`src/rtl/core/spq_pkg.sv`:
```
// shared types and codes for the sorted priority queue
`default_nettype none

package spq_pkg;

  localparam int TAG_W  = 16;
  localparam int PRIO_W = 16;
  localparam int OCC_W  = 5;

  localparam logic CMD_PUSH = 1'b0;
  localparam logic CMD_POP  = 1'b1;

  typedef logic signed [PRIO_W-1:0] prio_t;

  typedef enum logic [1:0] {
    OP_HOLD = 2'd0,
    OP_PUSH = 2'd1,
    OP_POP  = 2'd2
  } spq_op_t;

  typedef struct packed {
    spq_op_t op;
    prio_t   prio;
  } spq_ctrl_t;

  typedef struct packed {
    logic              cmd;
    logic [TAG_W-1:0]  job_tag;
    prio_t             job_priority;
  } spq_in_t;

  typedef struct packed {
    logic              popped_valid;
    logic [TAG_W-1:0]  popped_tag;
    prio_t             popped_priority;
    logic              was_empty;
    logic              overflow;
    logic [OCC_W-1:0]  occupancy;
  } spq_out_t;

endpackage

`default_nettype wire

```
`src/rtl/core/spq_cell.sv`:
```
// one slot of the sorted chain: holds a job and trades it with its neighbors
`default_nettype none

module spq_cell #(
  parameter int TAG_BITS = 16
) (
  input  logic                   clk,
  input  logic                   rst_n,
  input  spq_pkg::spq_ctrl_t     ctrl,
  input  logic [TAG_BITS-1:0]    new_tag,
  input  logic                   left_valid,
  input  logic                   left_shift,
  input  logic [TAG_BITS-1:0]    left_tag,
  input  spq_pkg::prio_t         left_prio,
  input  logic                   right_valid,
  input  logic [TAG_BITS-1:0]    right_tag,
  input  spq_pkg::prio_t         right_prio,
  output logic                   valid,
  output logic                   shift,
  output logic [TAG_BITS-1:0]    tag,
  output spq_pkg::prio_t         prio
);
  import spq_pkg::*;

  logic                valid_r, valid_nxt;
  logic [TAG_BITS-1:0] tag_r, tag_nxt;
  prio_t               prio_r, prio_nxt;
  logic                take_left;
  logic                take_new;

  // stored job moves right when the new job sorts in front of it
  assign shift = valid_r && (prio_r > ctrl.prio);

  // insertion point: left neighbor stays put and holds a job, this slot moves or is free
  assign take_left = left_shift;
  assign take_new  = !left_shift && left_valid && (shift || !valid_r);

  always_comb begin
    valid_nxt = valid_r;
    tag_nxt   = tag_r;
    prio_nxt  = prio_r;
    unique case (ctrl.op)
      OP_PUSH: begin
        if (take_left) begin
          valid_nxt = 1'b1;
          tag_nxt   = left_tag;
          prio_nxt  = left_prio;
        end else if (take_new) begin
          valid_nxt = 1'b1;
          tag_nxt   = new_tag;
          prio_nxt  = ctrl.prio;
        end
      end
      OP_POP: begin
        valid_nxt = right_valid;
        tag_nxt   = right_tag;
        prio_nxt  = right_prio;
      end
      OP_HOLD: begin
      end
      default: begin
      end
    endcase
  end

  always_ff @(posedge clk) begin
    if (!rst_n) begin
      valid_r <= 1'b0;
    end else begin
      valid_r <= valid_nxt;
    end
  end

  always_ff @(posedge clk) begin
    tag_r  <= tag_nxt;
    prio_r <= prio_nxt;
  end

  assign valid = valid_r;
  assign tag   = tag_r;
  assign prio  = prio_r;

endmodule

`default_nettype wire

```
`src/rtl/core/sorted_priority_queue.sv`:
```
// top level of the stable sorted priority queue built from a chain of slot cells
//
// usage:
//   - command channel: a transfer happens at a rising edge with start high and busy low;
//     in_item.cmd selects push (job_tag, job_priority) or pop of the front job
//   - busy is held low: a command is taken every cycle, so one item per cycle sustained
//   - result channel: out_strobe is high for exactly one cycle, the cycle right after
//     the command transfer, with out_item valid in that cycle
//   - the receiver cannot stall; each result must be taken in its strobe cycle
//   - every slot compares the new priority with its own in the same cycle, so a push
//     ripples the tail of the queue one slot right at once; a pop moves
//     every slot one place left
//   - equal priorities stay in arrival order: a new job lands behind all jobs with
//     lower or equal priority
//   - push on a full queue is dropped and flagged with overflow; pop on an empty
//     queue leaves the state alone and sets was_empty
//   - occupancy reports the job count after the command, modulo 32
//   - synchronous active-low reset empties the queue at once; slot contents are not
//     cleared, only their valid bits
`default_nettype none

module sorted_priority_queue #(
  parameter int CAPACITY = 16,
  parameter int TAG_BITS = 16
) (
  input  logic               clk,
  input  logic               rst_n,
  input  logic               start,
  output logic               busy,
  input  spq_pkg::spq_in_t   in_item,
  output logic               out_strobe,
  output spq_pkg::spq_out_t  out_item
);
  import spq_pkg::*;

  localparam int CNT_W = $clog2(CAPACITY + 1);

  logic                 xfer;
  logic [CNT_W-1:0]     count_r, count_nxt;
  logic                 full;
  logic                 empty;
  spq_ctrl_t            ctrl;
  logic [TAG_BITS-1:0]  new_tag;

  // chain links, one entry per slot
  logic                 cell_valid [CAPACITY];
  logic                 cell_shift [CAPACITY];
  logic [TAG_BITS-1:0]  cell_tag   [CAPACITY];
  prio_t                cell_prio  [CAPACITY];

  logic                 strobe_r, strobe_nxt;
  spq_out_t             out_r, out_nxt;

  // one command per cycle, no backpressure on the command side
  assign busy = 1'b0;
  assign xfer = start && !busy;

  assign full  = (count_r == CNT_W'(CAPACITY));
  assign empty = (count_r == '0);

  // stored tag keeps the low TAG_BITS bits, zero filled when wider
  assign new_tag = TAG_BITS'(in_item.job_tag);

  // decode the command into the chain operation
  always_comb begin
    ctrl.op   = OP_HOLD;
    ctrl.prio = in_item.job_priority;
    count_nxt = count_r;
    if (xfer) begin
      unique case (in_item.cmd)
        CMD_PUSH: begin
          if (!full) begin
            ctrl.op   = OP_PUSH;
            count_nxt = count_r + CNT_W'(1);
          end
        end
        CMD_POP: begin
          if (!empty) begin
            ctrl.op   = OP_POP;
            count_nxt = count_r - CNT_W'(1);
          end
        end
        default: begin
        end
      endcase
    end
  end

  // the slot chain, front of the queue at slot 0
  for (genvar i = 0; i < CAPACITY; i++) begin : g_cell
    logic                left_valid;
    logic                left_shift;
    logic [TAG_BITS-1:0] left_tag;
    prio_t               left_prio;
    logic                right_valid;
    logic [TAG_BITS-1:0] right_tag;
    prio_t               right_prio;

    if (i == 0) begin : g_head
      // head sees a held, non-moving neighbor so it can take the new job
      assign left_valid = 1'b1;
      assign left_shift = 1'b0;
      assign left_tag   = '0;
      assign left_prio  = '0;
    end else begin : g_link_l
      assign left_valid = cell_valid[i-1];
      assign left_shift = cell_shift[i-1];
      assign left_tag   = cell_tag[i-1];
      assign left_prio  = cell_prio[i-1];
    end

    if (i == CAPACITY - 1) begin : g_tail
      // tail refills with an empty slot on a pop
      assign right_valid = 1'b0;
      assign right_tag   = '0;
      assign right_prio  = '0;
    end else begin : g_link_r
      assign right_valid = cell_valid[i+1];
      assign right_tag   = cell_tag[i+1];
      assign right_prio  = cell_prio[i+1];
    end

    spq_cell #(
      .TAG_BITS (TAG_BITS)
    ) u_cell (
      .clk         (clk),
      .rst_n       (rst_n),
      .ctrl        (ctrl),
      .new_tag     (new_tag),
      .left_valid  (left_valid),
      .left_shift  (left_shift),
      .left_tag    (left_tag),
      .left_prio   (left_prio),
      .right_valid (right_valid),
      .right_tag   (right_tag),
      .right_prio  (right_prio),
      .valid       (cell_valid[i]),
      .shift       (cell_shift[i]),
      .tag         (cell_tag[i]),
      .prio        (cell_prio[i])
    );
  end

  // result word, registered at the command transfer
  always_comb begin
    strobe_nxt              = xfer;
    out_nxt.popped_valid    = 1'b0;
    out_nxt.popped_tag      = '0;
    out_nxt.popped_priority = '0;
    out_nxt.was_empty       = 1'b0;
    out_nxt.overflow        = 1'b0;
    out_nxt.occupancy       = OCC_W'(count_nxt);
    unique case (in_item.cmd)
      CMD_PUSH: begin
        out_nxt.overflow = full;
      end
      CMD_POP: begin
        out_nxt.was_empty = empty;
        if (!empty) begin
          out_nxt.popped_valid    = 1'b1;
          out_nxt.popped_tag      = TAG_W'(cell_tag[0]);
          out_nxt.popped_priority = cell_prio[0];
        end
      end
      default: begin
      end
    endcase
  end

  always_ff @(posedge clk) begin
    if (!rst_n) begin
      count_r  <= '0;
      strobe_r <= 1'b0;
    end else begin
      count_r  <= count_nxt;
      strobe_r <= strobe_nxt;
    end
  end

  always_ff @(posedge clk) begin
    if (xfer) begin
      out_r <= out_nxt;
    end
  end

  assign out_strobe = strobe_r;
  assign out_item   = out_r;

endmodule

`default_nettype wire

```
`config.mk`:
```
export PLATFORM = sky130hd
export DESIGN_NAME = sorted_priority_queue
export DESIGN_NICKNAME = d
export VERILOG_FILES = /design/src/rtl/core/spq_pkg.sv /design/src/rtl/core/spq_cell.sv /design/src/rtl/core/sorted_priority_queue.sv
export SDC_FILE = /design/constraint.sdc
export NUM_CORES = 2
export LEC_CHECK = 0
export BUFFER_PORTS_ARGS = -buffer_cell sky130_fd_sc_hd__buf_2
export CAP_MARGIN = 20
export CELL_PAD_IN_SITES_DETAIL_PLACEMENT = 2
export CELL_PAD_IN_SITES_GLOBAL_PLACEMENT = 2
export CORE_MARGIN = 3
export CORE_UTILIZATION = 40
export CTS_BUF_LIST = sky130_fd_sc_hd__clkbuf_8 sky130_fd_sc_hd__clkbuf_16
export DETAILED_ROUTE_END_ITERATION = 6
export GPL_ROUTABILITY_DRIVEN = 0
export PLACE_DENSITY_LB_ADDON = 0.05
export SLEW_MARGIN = 40
export SYNTH_ARGS = -nofsm -noshare
export SYNTH_HDL_FRONTEND = slang
export SYNTH_SLANG_ARGS = --single-unit
```
`constraint.sdc`:
```
create_clock -name clk -period 6 [get_ports clk]
set_input_delay 0.6 -clock clk [delete_from_list [all_inputs] [get_ports clk]]
set_output_delay 0.6 -clock clk [all_outputs]
set_load 0.005 [all_outputs]
```
## After elaboration in Yosys (flattened, before gate mapping)

Index checks and enable logic that the tools add are counted.

- Bits in registers: 574
- Bits of input ports: 36
- Word-level logic and storage cells: 356

- $add $sub $neg: 2
- Order comparisons: 16
- Equality and inequality tests: 19
- Multiplexer cells: 150
- Bitwise operators: 1
- Reduce and logical (&&, ||, !) cells: 112

Operators with widths:

| kind | number |
|---|---|
| $pmux W16 S2 | 32 |
| $mux W16 | 62 |
| $gt A16 B16 Y1 | 16 |
| $logic_and A1 B1 Y1 | 46 |
| $ne A3 B1 Y1 const B | 15 |
| $mux W33 | 1 |
| $mux W1 | 32 |
| $pmux W1 S2 | 16 |
| $reduce_and A2 Y1 | 16 |
| $logic_not A1 Y1 | 31 |
| $logic_or A1 B1 Y1 | 16 |
| $mux W5 | 3 |
| $pmux W5 S2 | 1 |
| $add A5 B1 Y5 const B | 1 |
| $eq A5 B5 Y1 const B | 1 |
| $logic_not A5 Y1 | 1 |
| $sub A5 B1 Y5 const B | 1 |
| $mux W2 | 2 |
| $pmux W2 S2 | 1 |
| $eq A2 B1 Y1 const B | 1 |
| $eq A2 B2 Y1 const B | 1 |
| $ne A2 B1 Y1 const B | 1 |
| $reduce_bool A2 Y1 | 1 |
| $reduce_or A2 Y1 | 1 |
| $not A1 Y1 | 1 |

## Logic depth before layout (Yosys ltp)

- Word-level depth: 8
- Mapped depth: 15
- Gate-level depth less buffers: 14

## Modules after synthesis

From an unflattened synthesis, not the netlist that was laid out.

- Cells, all modules: 3,456
- Area, all modules: 35,624.2 sq um

Modules (own cells, without submodules):

| module | times used | cells an instance | area an instance (sq um) | sequential area each (sq um) |
|---|---|---|---|---|
| spq_cell at g_cell[0].u_cell ... | 10 | 208 | 2,105.8 | 980.9 |
| spq_cell at g_cell[4].u_cell ... | 6 | 207 | 2,112.0 | 980.9 |
| sorted_priority_queue | 1 | 134 | 1,894.3 | 1,321.3 |

## Least setup slack after synthesis

Ideal clock, no wire load.

- Kind: input-to-reg
- From: input in_item[15] (netlist name)
- To: register g_cell[2].u_cell.prio_r[0] (enable)
- Library setup time: 480 ps
- Arrival time: 5,366 ps
- Slack: 154 ps
- Stages on the path: 10
- Buffers on the path: 1
- Cell sequence: clkbuf_1 inv_1 ha_1 nand4_1 nor4_1 a21bo_2 nand4_1 xor2_1 or2_2 a311oi_1

- Cells in the longest elaborated chain, start to end: 7
- Elaborated cells between the ends (all ways): 10
- Those cells by class: order compare (2); eq/ne (1); reduce/logical (7)

RTL lines:

| what | RTL line | source |
|---|---|---|
| start, declared | sorted_priority_queue.sv:30 | `input spq_pkg::spq_in_t in_item,` |
| $gt A16 B16 Y1 | spq_cell.sv:32 | `assign shift = valid_r && (prio_r > ctrl.prio);` |
| $logic_and A1 B1 Y1 | spq_cell.sv:32 |  |
| $logic_not A1 Y1 | spq_cell.sv:36 | `assign take_new = !left_shift && left_valid && (shift \|\| !valid_r);` |
| $logic_and A1 B1 Y1 (2 in series) | spq_cell.sv:36 |  |
| $ne A3 B1 Y1 (no source line) * | - |  |
| $reduce_and A2 Y1 (no source line) * | - |  |
| end signal, assigned | spq_cell.sv:76 | `prio_r <= prio_nxt;` |
| end, declared | spq_cell.sv:27 | `prio_t prio_r, prio_nxt;` |

Every way passes the cells marked *; elsewhere a longest branch is shown, timed or not.
A chain may end at the register's enable or synchronous reset.

## Final worst setup path

- From: input in_item[15] (netlist name)
- To: register g_cell[15].u_cell.prio_r[3] (enable)

- Cells in the longest elaborated chain, start to end: 7
- Elaborated cells between the ends (all ways): 10
- Those cells by class: order compare (2); eq/ne (1); reduce/logical (7)

RTL lines:

| what | RTL line |
|---|---|
| $gt A16 B16 Y1 | spq_cell.sv:32 |
| $logic_and A1 B1 Y1 | spq_cell.sv:32 |
| $logic_not A1 Y1 | spq_cell.sv:36 |
| $logic_and A1 B1 Y1 (2 in series) | spq_cell.sv:36 |
| $ne A3 B1 Y1 (no source line) * | - |
| $reduce_and A2 Y1 (no source line) * | - |
| end signal, assigned | spq_cell.sv:76 |
| end, declared | spq_cell.sv:27 |

Marks and branches as above.

==> summary.md <==
| Metric | Value |
|---|---|
| Status | `finished, final reports clean` |
| Predominant post-synthesis flop cell | `edfxtp_1` |
| Post-Syn Instances | `between 3000 and 4000` |
| XOR/XNOR Fraction of Synth Area | `less than 1%` |
| Post-Syn Nets | `around 3300` |
| Post-CTS Resized | `0` |
| Cell Rows | `106` |
| Initial DRC count | `between 2000 and 3000` |
| CTS Buffer Depth | `3` |
| RSZ-0062 raised after global routing | `false` |
| Power Density | `~360 mW/mm²` |
| CTS Buf Count | `just over 70` |
| CTS tree | `done` |
| Critical Path Sink Type | `flip-flop` |
| Sequential share of the synthesized area | `about half` |
| Die Area | `0.0893 mm²` |
| Slowest stage cell on the critical path | `nor4_1` |
| DR pass1 iterations | `5` |
| Worst-path clk slew | `roughly 0.050 ns` |
| Post-CTS setup buffer count | `0` |
| Largest family of logic cells by synthesized area | `compound AO/OA/AOI/OAI gates` |
| Share of cells above drive strength 1 | `9.96%` |
| Worst rel slew slack | `36.5%` |
| Post-synth EDFFs | `552` |
| Setup-failing EPs final | `0` |
| Ys async rst share | `0%` |
| H-tree levels | `3` |
| Synthesized cell area | `approximately 0.034 mm²` |
| Placed cells | `slightly above 4000` |
| Cts-stage hold buffer count | `0` |
| Post-Syn Area per Cell | `around 11 µm²` |
| Largest net degree at the start of global routing | `about 190` |
| FMAX | `roughly 210 MHz` |
| Vias in the first global route | `roughly 29000` |
| Multi-input logic area | `~0.016 mm²` |
| Clk_skew | `0.0278 ns` |
| Sum of negative setup slack | `0 ns` |
| Remaining Overflow, GRT | `0` |
| Fin crit share | `just over 80%` |
| Initial Util | `about two fifths` |
| Slew Viols, Final | `0` |
| GRT Total Usage | `a little under a third` |
| Worst-skew pair later-pin latency | `0.64 ns` |
| Hold Crit Class | `in -> reg` |
| Most frequent cells in the layout | `edfxtp_1, nand2_1, ha_1` |
| Via count | `about 27000` |
| # fillers | `~8500` |
| YS warnings | `0` |
| Area Overhead vs Synth | `12.4%` |
| Fin area | `slightly below 0.04 mm²` |
| Critical Path RT | `approximately 6.3 ns` |
| WP data arrival | `around 5 ns` |
| CP most frequent cell | `nor4_1` |
| Crit-path cells | `buf_2 -> inv_1 -> ha_1 -> nand4_1 -> nor4_1 -> a21boi_1 -> nor4_1 -> a211o_1 -> o211ai_1 -> o2bb2ai_4 -> buf_16 -> buf_4` |
| Detailed Place HPWL | `between 90000 and 100000 µm` |
| Initial antenna violation count | `4` |
| Period minus WS final | `about 4.8 ns` |
| Simple-gate portion of the synthesized area | `a little over an eighth` |
| Final nets | `roughly 3300` |
| Root buf cell | `clkbuf_16` |
| Adder-cell share of the synthesized area | `9.49%` |
| # DRC | `0` |
| WL/cell | `roughly 34 µm` |
| Critical Path Max Stage Delay | `0.76 ns` |
| IO buf count | `between 70 and 80` |
| Placed instance area | `roughly 0.036 mm²` |
| Die Height | `299 µm` |
| Die width | `around 300 µm` |
| DR vias/cell | `roughly 6.5` |
| Static Leakage | `13.6 nW` |
| Synth cell types | `78` |
| Overall Power | `approximately 14 mW` |
| Max-cap violations | `0` |
| Commonest non-fill, non-tap cell in the layout | `edfxtp_1` |
| Final instance count without filler cells | `about 4200` |
| Ports | `78` |
| Hold Violations, Final | `0` |
| Startpoint types | `primary input` |
| Slew @ Worst Pin | `approximately 0.94 ns` |
| Global-route wire length before repair | `around 200000 µm` |
| Setup CP Type | `in -> reg` |
| Area of the core | `approximately 0.084 mm²` |
| Sink Count | `574` |
| Worst-path maximum fanout | `17` |
| Worst vdd ir | `0.222 mV` |
| Compound-Gate Fraction of Synth Area | `16.6%` |
| Final wirelength | `approximately 140000 µm` |
| DRT antenna net count | `0` |
| Multiplexer share of the synthesized area | `7.05%` |
| Flops & latches, synth | `approximately 570` |
| Sequential cell area | `about 0.017 mm²` |
-- power breakdown --
part           switching, mW  internal (mW)  total [mW]
logic                   2.26           1.21        3.47
registers              0.513           5.25        5.76
clock network           1.92           2.72        4.64
total                   4.69           9.18        13.9
-- critical path, delay by kind of cell --
family                     cells  cell delay, ns
AOI/OAI and AO/OA              4            1.34
adders and majority gates      1            0.64
buffers and inverters          4            1.18
and+or+nand+nor                3            1.33
-- through the flow --
step	worst slack, ns	hold slack, ns	util, %
6_report	1.16	0.299	45.8
5_1_grt	1.17	0.312	45.8
4_1_cts	1.31	0.275	45.8
3_5_place_dp	0.648	0.494	42.8
3_3_place_gp	0.637	0.481	42.8
2_1_floorplan	0.154	0.449	-
-- per-layer routing --
layer	vias up	share of wire, %	global-route usage [%]
li1	11700	-	-
met1	14200	42	40.3
met2	825	48	51.6
met3	281	5.2	3.42
met4	0	5.1	14.0
met5	-	0	0
-- area by class of cell --
type	instances	share of cell area [%]
repair buffers	148	2.92
inverters	64	0.623
well taps	1134	3.68
flip-flops and latches	574	44.2
clock buffers	74	4.75
clock inverters	56	1.66
diodes	2	0.0130
multi-input cells	2135	42.2
-- final timing paths --
| check | startpoint | to | slack [ns] | cells after the start |
|---|---|---|---|---|
| max | in_item[15] | g_cell[15].u_cell.prio[3]$_SDFFCE_PP0P_ | 1.16 | 12 |
| min reg2reg | g_cell[14].u_cell.valid$_SDFFE_PN0P_ | g_cell[15].u_cell.valid$_SDFFE_PN0P_ | 0.52 | 1 |
| max reg2reg | g_cell[14].u_cell.prio[15]$_DFFE_PP_ | g_cell[15].u_cell.prio[3]$_SDFFCE_PP0P_ | 1.49 | 10 |
| min | start | out_item[17]$_SDFFCE_PP0P_ | 0.30 | 1 |
-- sequential cells by signal, summed over array words and instances, names as in the netlist --
register	cells
count_r	5
g_cell.u_cell.tag	256
g_cell.u_cell.prio	256
out_strobe	1
out_item	40
g_cell.u_cell.valid	16
-- kinds of logic (layout without fill, tap and decap cells) --
family / count (synthesis) / count (layout)
compound gates: 790 / 790
xor+xnor: 3 / 3
fa+ha+maj: 260 / 260
mux: 240 / 240
flops: 574 / 574
simple gates: 841 / 841
other cells: 1 / 3
buf+inv: 308 / 342
-- cell usage after synthesis (64+ instances only) --
cell	count	share of area (%)
edfxtp_1	552	48
o21ai_0	198	2.9
ha_1	260	9.5
nor3b_1	220	4.8
nor2_1	86	0.94
clkbuf_1	152	1.7
a21oi_1	131	1.9
nand2_1	295	3.2
a221o_1	223	6.5
mux2i_1	236	6.9
inv_1	64	0.70
Note: power is estimated with default switching activity, not from simulation.
